File: config.mk
export PLATFORM = sky130hd
export DESIGN_NAME = lcd_window_glyph_pixel_streamer
export DESIGN_NICKNAME = d
export VERILOG_FILES = /design/src/sv/lcdgs_pkg.sv /design/src/sv/lcd_window_glyph_pixel_streamer.sv
export SDC_FILE = /design/constraint.sdc
export NUM_CORES = 1
export LEC_CHECK = 0
export ABC_AREA = 0
export BUFFER_PORTS_ARGS = -buffer_cell sky130_fd_sc_hd__clkbuf_2
export CORE_MARGIN = 1.5
export CORE_UTILIZATION = 45
export DETAILED_ROUTE_END_ITERATION = 7
export PLACE_DENSITY = 0.72
export SYNTH_ARGS = -nofsm -noshare
export SYNTH_HDL_FRONTEND = slang
export SYNTH_SLANG_ARGS = --single-unit
File: constraint.sdc
create_clock -name clock -period 7.4 [get_ports clock]
set_input_delay 1.11 -clock clock [delete_from_list [all_inputs] [get_ports clock]]
set_output_delay 1.11 -clock clock [all_outputs]
set_load 0.05 [all_outputs]
File: src/sv/lcdgs_pkg.sv
package lcdgs_pkg;

   // Panel geometry and glyph limits
   localparam int SCREEN_WIDTH    = 240;
   localparam int SCREEN_HEIGHT   = 320;
   localparam int MAX_GLYPH_WIDTH = 32;

   localparam logic [10:0] SCREEN_W_LIM = 11'(SCREEN_WIDTH);
   localparam logic [10:0] SCREEN_H_LIM = 11'(SCREEN_HEIGHT);
   localparam logic [7:0]  GLYPH_CAP    = (MAX_GLYPH_WIDTH > 32) ? 8'd32 : 8'(MAX_GLYPH_WIDTH);

   // Controller command bytes
   localparam logic [7:0] CMD_COLUMN_SET   = 8'h2A;
   localparam logic [7:0] CMD_ROW_SET      = 8'h2B;
   localparam logic [7:0] CMD_MEMORY_WRITE = 8'h2C;

   typedef enum logic [1:0] {
      FUNC_HEADER = 2'd0,
      FUNC_GLYPH  = 2'd1,
      FUNC_PIXEL  = 2'd2
   } func_type;

   typedef enum logic [1:0] {
      ST_IDLE,
      ST_CHECK,
      ST_HDR,
      ST_PIX
   } state_type;

   // Byte positions of the window-setup sequence
   typedef enum logic [3:0] {
      HS_CASET,
      HS_XS_HI,
      HS_XS_LO,
      HS_XE_HI,
      HS_XE_LO,
      HS_RASET,
      HS_YS_HI,
      HS_YS_LO,
      HS_YE_HI,
      HS_YE_LO,
      HS_RAMWR
   } hdr_step_type;

endpackage

File: src/sv/lcd_window_glyph_pixel_streamer.sv
// Channel  | Ports                                             | Direction
// ---------+---------------------------------------------------+----------
// request  | req_valid/req_ready, req_func .. req_pixel         | in
// response | rsp_valid/rsp_ready, rsp_out_byte .. last_of_run   | out
//
// One response word per cycle, while the response is not stalled, leaves through a single output register.
// Header: accept, window check, then 11 words if the window lies on the screen.
// Glyph row: accept, then 2 words per pixel, up to 64 words.
// Image pixel: accept, then 2 words. Request is ready only when idle.
// A stalled response holds the sequencer; reset (synchronous) closes the window.
module lcd_window_glyph_pixel_streamer
   import lcdgs_pkg::*;
(
   input  logic        clock,
   input  logic        reset,
   input  logic        req_valid,
   output logic        req_ready,
   input  logic [1:0]  req_func,
   input  logic [9:0]  req_origin_x,
   input  logic [9:0]  req_origin_y,
   input  logic [7:0]  req_win_width,
   input  logic [8:0]  req_win_height,
   input  logic [15:0] req_fg_color,
   input  logic [15:0] req_back_color,
   input  logic [31:0] req_row_bits,
   input  logic [15:0] req_pixel,
   output logic        rsp_valid,
   input  logic        rsp_ready,
   output logic [7:0]  rsp_out_byte,
   output logic        rsp_is_data,
   output logic        rsp_ends_transfer,
   output logic        rsp_last_of_run
);

   // Sequencer and window state
   state_type    state_ff, state_in;
   hdr_step_type step_ff, step_in;
   logic         region_open_ff, region_open_in;
   logic [7:0]   region_width_ff, region_width_in;
   logic [15:0]  fore_ff, fore_in;
   logic [15:0]  back_ff, back_in;
   logic [16:0]  pixels_left_ff, pixels_left_in;

   // Header staging
   logic [9:0]   hdr_x_ff, hdr_x_in;
   logic [9:0]   hdr_y_ff, hdr_y_in;
   logic [7:0]   hdr_w_ff, hdr_w_in;
   logic [8:0]   hdr_h_ff, hdr_h_in;
   logic [10:0]  x2_ff, x2_in;
   logic [10:0]  y2_ff, y2_in;

   // Pixel run
   logic [31:0]  bits_ff, bits_in;
   logic         image_ff, image_in;
   logic [15:0]  pixel_ff, pixel_in;
   logic [5:0]   run_ff, run_in;
   logic         lo_ff, lo_in;

   // Output register
   logic         out_valid_ff, out_valid_in;
   logic [7:0]   out_byte_ff, out_byte_in;
   logic         out_data_ff, out_data_in;
   logic         out_ends_ff, out_ends_in;
   logic         out_last_ff, out_last_in;

   // Working signals
   logic         req_fire;
   logic         can_load;
   logic         emit;
   logic [7:0]   emit_byte;
   logic         emit_data;
   logic         emit_ends;
   logic         emit_last;
   logic [10:0]  x2_calc;
   logic [10:0]  y2_calc;
   logic         win_bad;
   logic [7:0]   glyph_cap;
   logic [5:0]   glyph_count;
   logic [15:0]  pix_color;

   assign req_ready         = (state_ff == ST_IDLE);
   assign req_fire          = req_valid && req_ready;
   assign can_load          = !out_valid_ff || rsp_ready;

   assign rsp_valid         = out_valid_ff;
   assign rsp_out_byte      = out_byte_ff;
   assign rsp_is_data       = out_data_ff;
   assign rsp_ends_transfer = out_ends_ff;
   assign rsp_last_of_run   = out_last_ff;

   // Window end points and bounds check
   assign x2_calc = 11'({1'b0, hdr_x_ff} + {3'b0, hdr_w_ff} - 11'd1);
   assign y2_calc = 11'({1'b0, hdr_y_ff} + {2'b0, hdr_h_ff} - 11'd1);
   assign win_bad = (hdr_w_ff == 8'd0) || (hdr_h_ff == 9'd0)
                 || ({1'b0, hdr_x_ff} >= SCREEN_W_LIM) || (x2_calc >= SCREEN_W_LIM)
                 || ({1'b0, hdr_y_ff} >= SCREEN_H_LIM) || (y2_calc >= SCREEN_H_LIM);

   // Pixels a glyph row may emit: window width, glyph cap, and pixels left
   assign glyph_cap   = (region_width_ff > GLYPH_CAP) ? GLYPH_CAP : region_width_ff;
   assign glyph_count = ({9'b0, glyph_cap} > pixels_left_ff) ? pixels_left_ff[5:0]
                                                             : glyph_cap[5:0];

   assign pix_color = image_ff ? pixel_ff : (bits_ff[31] ? fore_ff : back_ff);

   always_ff @(posedge clock) begin
      if (reset) begin
         state_ff        <= ST_IDLE;
         step_ff         <= HS_CASET;
         region_open_ff  <= 1'b0;
         region_width_ff <= 8'd0;
         fore_ff         <= 16'd0;
         back_ff         <= 16'd0;
         pixels_left_ff  <= 17'd0;
         run_ff          <= 6'd0;
         lo_ff           <= 1'b0;
         out_valid_ff    <= 1'b0;
      end else begin
         state_ff        <= state_in;
         step_ff         <= step_in;
         region_open_ff  <= region_open_in;
         region_width_ff <= region_width_in;
         fore_ff         <= fore_in;
         back_ff         <= back_in;
         pixels_left_ff  <= pixels_left_in;
         run_ff          <= run_in;
         lo_ff           <= lo_in;
         out_valid_ff    <= out_valid_in;
      end
      hdr_x_ff    <= hdr_x_in;
      hdr_y_ff    <= hdr_y_in;
      hdr_w_ff    <= hdr_w_in;
      hdr_h_ff    <= hdr_h_in;
      x2_ff       <= x2_in;
      y2_ff       <= y2_in;
      bits_ff     <= bits_in;
      image_ff    <= image_in;
      pixel_ff    <= pixel_in;
      out_byte_ff <= out_byte_in;
      out_data_ff <= out_data_in;
      out_ends_ff <= out_ends_in;
      out_last_ff <= out_last_in;
   end

   always_comb begin
      state_in        = state_ff;
      step_in         = step_ff;
      region_open_in  = region_open_ff;
      region_width_in = region_width_ff;
      fore_in         = fore_ff;
      back_in         = back_ff;
      pixels_left_in  = pixels_left_ff;
      hdr_x_in        = hdr_x_ff;
      hdr_y_in        = hdr_y_ff;
      hdr_w_in        = hdr_w_ff;
      hdr_h_in        = hdr_h_ff;
      x2_in           = x2_ff;
      y2_in           = y2_ff;
      bits_in         = bits_ff;
      image_in        = image_ff;
      pixel_in        = pixel_ff;
      run_in          = run_ff;
      lo_in           = lo_ff;
      emit            = 1'b0;
      emit_byte       = 8'd0;
      emit_data       = 1'b0;
      emit_ends       = 1'b0;
      emit_last       = 1'b0;

      unique case (state_ff)
         ST_IDLE: begin
            if (req_fire) begin
               case (req_func)
                  FUNC_HEADER: begin
                     // Any header closes the current window at once.
                     hdr_x_in        = req_origin_x;
                     hdr_y_in        = req_origin_y;
                     hdr_w_in        = req_win_width;
                     hdr_h_in        = req_win_height;
                     region_width_in = req_win_width;
                     fore_in         = req_fg_color;
                     back_in         = req_back_color;
                     region_open_in  = 1'b0;
                     pixels_left_in  = 17'd0;
                     state_in        = ST_CHECK;
                  end
                  FUNC_GLYPH: begin
                     if (region_open_ff) begin
                        bits_in  = req_row_bits;
                        image_in = 1'b0;
                        run_in   = glyph_count;
                        lo_in    = 1'b0;
                        state_in = ST_PIX;
                     end
                  end
                  FUNC_PIXEL: begin
                     if (region_open_ff && (pixels_left_ff != 17'd0)) begin
                        pixel_in = req_pixel;
                        image_in = 1'b1;
                        run_in   = 6'd1;
                        lo_in    = 1'b0;
                        state_in = ST_PIX;
                     end
                  end
                  default: begin
                     // Unused selector: drop the word.
                  end
               endcase
            end
         end

         ST_CHECK: begin
            if (win_bad) begin
               state_in = ST_IDLE;
            end else begin
               x2_in          = x2_calc;
               y2_in          = y2_calc;
               pixels_left_in = {9'b0, hdr_w_ff} * {8'b0, hdr_h_ff};
               region_open_in = 1'b1;
               step_in        = HS_CASET;
               state_in       = ST_HDR;
            end
         end

         ST_HDR: begin
            emit      = can_load;
            emit_data = 1'b1;
            unique case (step_ff)
               HS_CASET: begin
                  emit_byte = CMD_COLUMN_SET;
                  emit_data = 1'b0;
               end
               HS_XS_HI: emit_byte = {6'b0, hdr_x_ff[9:8]};
               HS_XS_LO: emit_byte = hdr_x_ff[7:0];
               HS_XE_HI: emit_byte = {5'b0, x2_ff[10:8]};
               HS_XE_LO: begin
                  emit_byte = x2_ff[7:0];
                  emit_ends = 1'b1;
               end
               HS_RASET: begin
                  emit_byte = CMD_ROW_SET;
                  emit_data = 1'b0;
               end
               HS_YS_HI: emit_byte = {6'b0, hdr_y_ff[9:8]};
               HS_YS_LO: emit_byte = hdr_y_ff[7:0];
               HS_YE_HI: emit_byte = {5'b0, y2_ff[10:8]};
               HS_YE_LO: begin
                  emit_byte = y2_ff[7:0];
                  emit_ends = 1'b1;
               end
               HS_RAMWR: begin
                  emit_byte = CMD_MEMORY_WRITE;
                  emit_data = 1'b0;
                  emit_ends = 1'b1;
                  emit_last = 1'b1;
               end
               default: begin
                  emit = 1'b0;
               end
            endcase
            if (emit) begin
               if (step_ff == HS_RAMWR) begin
                  state_in = ST_IDLE;
               end else begin
                  step_in = hdr_step_type'(4'(step_ff + 4'd1));
               end
            end
         end

         ST_PIX: begin
            emit      = can_load;
            emit_data = 1'b1;
            emit_byte = lo_ff ? pix_color[7:0] : pix_color[15:8];
            emit_ends = lo_ff && (pixels_left_ff == 17'd1);
            emit_last = lo_ff && (run_ff == 6'd1);
            if (emit) begin
               if (!lo_ff) begin
                  lo_in = 1'b1;
               end else begin
                  // Pixel done: advance the bitmap and count it against the window.
                  lo_in          = 1'b0;
                  bits_in        = {bits_ff[30:0], 1'b0};
                  run_in         = run_ff - 6'd1;
                  pixels_left_in = pixels_left_ff - 17'd1;
                  if (pixels_left_ff == 17'd1) begin
                     region_open_in = 1'b0;
                  end
                  if (run_ff == 6'd1) begin
                     state_in = ST_IDLE;
                  end
               end
            end
         end

         default: begin
            state_in = ST_IDLE;
         end
      endcase
   end

   // Output register: load a new word, or drop the one just taken.
   always_comb begin
      out_valid_in = out_valid_ff;
      out_byte_in  = out_byte_ff;
      out_data_in  = out_data_ff;
      out_ends_in  = out_ends_ff;
      out_last_in  = out_last_ff;
      if (emit) begin
         out_valid_in = 1'b1;
         out_byte_in  = emit_byte;
         out_data_in  = emit_data;
         out_ends_in  = emit_ends;
         out_last_in  = emit_last;
      end else if (rsp_ready) begin
         out_valid_in = 1'b0;
      end
   end

   // An open window always has pixels still to come.
   assert property (@(posedge clock) disable iff (reset)
      region_open_ff |-> (pixels_left_ff != 17'd0))
      else $error("open window with no pixels left");

   // A pixel run never outlasts the window.
   assert property (@(posedge clock) disable iff (reset)
      (state_ff == ST_PIX) |-> ((run_ff != 6'd0) && ({11'b0, run_ff} <= pixels_left_ff)))
      else $error("pixel run exceeds window");

   // The final pixel word of a window closes it.
   assert property (@(posedge clock) disable iff (reset)
      (emit && (state_ff == ST_PIX) && emit_ends) |=> !region_open_ff)
      else $error("window still open after final pixel");

   // Setup bytes are only sent for a window that lies on the screen.
   assert property (@(posedge clock) disable iff (reset)
      (state_ff == ST_HDR) |-> ((x2_ff < SCREEN_W_LIM) && (y2_ff < SCREEN_H_LIM)))
      else $error("window setup for off-screen window");

endmodule
==> metrics.md <==
| Metric | Value |
|---|---|
| Global-route wire length before repair | 51.33 mm |
| RSZ-0062 raised after global routing | no |
| Critical Path AT | about 5.5 ns |
| Post CTS Setup Buffer Count | 0 |
| Placed Cells | 1,715 |
| Post-Syn Area | 0.01237 sq mm |
| Post-synthesis compound-gate area fraction | 0.1566 |
| Register bit total from synthesis | 191 |
| Vias in the first global route | 9,689 |
| CP endpoint kind | flop |
| FMAX | between 150 and 200 MHz |
| Final count of negative-setup-slack endpoints | 0 |
| Type of the worst setup path | flop to flop |
| Synth Instances | ~1,300 |
| Yosys warnings | 0 |
| EDFF count, synth | ~120 |
| Min Hold Slack | 0.4557 ns |
| Post-Synth XOR/XNOR Area | 0.01346 |
| Vias per cell | approximately 5.7 |
| Fin Setup TNS | 0 ns |
| Die Ht | about 170 microns |
| Synth cell types | 73 |
| Adder-cell share of the synthesized area | 0.1694 |
| CTS Buf Count | 17 |
| Crit start category | flop |
| Min cycle time layout | about 5 ns |
| Final Non-Filler Cells | 1,747 |
| Avg Cell Area, Syn | 9.647 sq um |
| Pre-antenna DRT Iters | 8 |
| Die area | 0.02849 sq mm |
| RePlAce Congestion | 0.9260 |
| Nets | 1,657 |
| Post-synth ARST share | 0 |
| Final WL | 31.80 mm |
| Drt drc | 0 |
| Port-buffer cells | 135 |
| Synth Flop Type | edfxtp_1 |
| Total number of vias | 9,949 |
| FP Rows | 60 |
| Antenna cells | 0 |
| Final core occ | 0.5194 |
| Clk root buf | clkbuf_16 |
| PwrDens | 300.8 mW/mm^2 |
| Pins Over Slew Limit | 0 |
| Clk sinks | 191 |
| Clk pin slew, worst setup/hold paths | roughly 0.090 ns |
| Slew @ Worst Pin | ~1.1 ns |
| Skew-Pair Late Insertion Delay | 0.45 ns |
| Cell Area, Placed | ~0.013 sq mm |
| Worst path required time | 7.76 ns |
| Fraction of layout cells with a size suffix above 1 | 0.1643 |
| Finished Cell Area | 0.01400 sq mm |
| Main combinational cell family by area after synthesis | adder cells |
| Status | finished clean |
| Simple-gate share of the synthesized area | 0.1326 |
| Final Skew | roughly 0.014 ns |
| Hold WC Path Type | flop to flop |
| Core area | between 0.02 and 0.03 sq mm |
| Post-CTS Hold Fix Bufs | 0 |
| DR WL/cell | around 18 microns |
| Slew HR | 0.2756 |
| Final Cycle Share | 0.6933 |
| HPWL Detailed | 23.72 mm |
| H-tree Lvls | 4 |
| Largest buffer count on any clock path | 2 |
| Detailed Route Iter0 Violations | 839 |
| Proportion of synthesized area in mux cells | 0.05514 |
| Hold Violations, Final | 0 |
| Final ANT Viol Nets | 0 |
| Largest net degree at the start of global routing | 78 |
| Sequential cell area fraction in the yosys report | 0.4055 |
| Peak VDD IR | 0.2182 mV |
| Ports | between 100 and 150 |
| Synthesis-to-layout area growth | 13.19% |
| Die Span X | 168.8 microns |
| CTS tree | done |
| MaxCap Viol Count | 0 |
| CTS resizes | 0 |
| Max Fanout on Critical Path | 8 |
| Grt ovf | 0 |
| Pleak | 5.727 nW |
| Initial antenna violation count | 0 |
| Total track usage | 0.2307 |
| Starting Density | 0.4589 |
## cell usage in the layout (no fill, tap or decap), drive strengths merged, types with 8 or more instances in the layout
| cell | n |
|---|---|
| a211oi | 17 |
| a21oi | 98 |
| a22oi | 12 |
| a32oi | 8 |
| and2 | 8 |
| and3 | 11 |
| clkbuf | 152 |
| clkinv | 17 |
| dfxtp | 72 |
| edfxtp | 119 |
| fa | 44 |
| ha | 97 |
| inv | 165 |
| mux2 | 33 |
| mux2i | 13 |
| mux4 | 8 |
| nand2 | 136 |
| nand3 | 16 |
| nor2 | 102 |
| nor3 | 29 |
| nor4 | 14 |
| o21a | 10 |
| o21ai | 49 |
| o22ai | 10 |
| o311ai | 13 |
| o31ai | 22 |
| xnor2 | 12 |
## where the power goes
part	total [mW]	internal [mW]	switching (mW)
clock	1.03	0.484	0.541
combinational	1.73	0.641	1.09
sequential	1.46	1.35	0.108
total	4.21	2.47	1.74
## critical path, cell delays in order, from the launching register on
cell and delay, ns:
edfxtp_1 0.43, clkinv_1 0.27, nor2_1 0.21, fa_1 0.46, fa_1 0.52, fa_1 0.55
inv_1 0.05, fa_1 0.53, inv_1 0.04, ha_1 0.34, a21oi_1 0.26, nand3b_1 0.13
o21a_1 0.21, a211oi_1 0.34, a21oi_1 0.14, xnor2_1 0.18, a22oi_1 0.10, a311oi_1 0.28
## layout make-up
cell class | count | area [sq um]
clock buffers | 17 | 425.4
clock inverters | 15 | 222.7
fillers | 2421 | 12950
inverters | 167 | 626.9
multi-input cells | 874 | 6554
flip-flops and latches | 191 | 5015
well taps | 341 | 426.7
repair buffers | 142 | 728.2
## cells by family (layout without fill, tap and decap cells)
logic type,count (synthesis),after routing
AND/OR/NAND/NOR,362,362
AO/OA/AOI/OAI,296,296
buffers and inverters,218,341
flip-flops,191,191
adder cells (fa/ha/maj),141,141
multiplexers,54,54
XOR/XNOR,19,19
other,1,2
## per-stage QoR
stage          setup WS, ns  power, mW
2_1_floorplan         2.514      2.747
3_3_place_gp          2.468      3.153
3_5_place_dp          2.335      3.175
4_1_cts               2.274      4.204
5_1_grt               1.887      4.482
6_report              2.269      4.210
## metal layers
| metal | up-vias | part of all wire | GRT usage | routed length, microns |
|---|---|---|---|---|
| met5 | - | 0 | 0 | 0 |
| met4 | 0 | 0.016 | 0.05901 | 522 |
| met3 | 35 | 0.058 | 0.03156 | 1857 |
| met2 | 379 | 0.47 | 0.3807 | 15000 |
| met1 | 4761 | 0.45 | 0.3205 | 14420 |
| li1 | 4774 | - | - | - |
## cell usage after synthesis, types with 7 or more instances
master	instances	share of area
a211oi_1	16	0.0097
a21oi_1	98	0.040
a22oi_1	12	0.0073
a32oi_1	8	0.0057
and2_1	8	0.0040
and3_1	11	0.0056
buf_1	7	0.0021
clkbuf_1	41	0.012
clkinv_1	14	0.0042
dfxtp_1	72	0.12
edfxtp_1	119	0.29
fa_1	44	0.071
ha_1	97	0.098
inv_1	153	0.046
mux2_2	33	0.030
mux2i_1	13	0.011
mux4_2	8	0.015
nand2_1	136	0.041
nand3_1	16	0.0065
nor2_1	102	0.031
nor2b_1	7	0.0035
nor3_1	29	0.012
nor4_1	14	0.0071
o21a_1	10	0.0061
o21ai_0	45	0.018
o22ai_1	10	0.0051
o311ai_0	12	0.0085
o31ai_1	21	0.013
or3_1	7	0.0035
xnor2_1	12	0.0085
xor2_1	7	0.0050
## registers in the layout (all words and copies together) (netlist names), 9 cells and up
name / count
y2_ff: 11
hdr_y_ff: 10
hdr_x_ff: 10
back_ff: 16
x2_ff: 11
pixel_ff: 16
bits_ff: 32
fore_ff: 16
pixels_left_ff: 17
hdr_h_ff: 9
## final timing paths
check	from	end	cells after the start	slack, ns
worst max-delay path	hdr_w_ff[5]	pixels_left_ff[16]	17	2.27
worst min-delay path	back_ff[1]	back_ff[1]	2	0.46
worst max register to register	hdr_w_ff[5]	pixels_left_ff[16]	17	2.27
worst min register to register	back_ff[1]	back_ff[1]	2	0.46
Power figures use the tool's default switching activity.
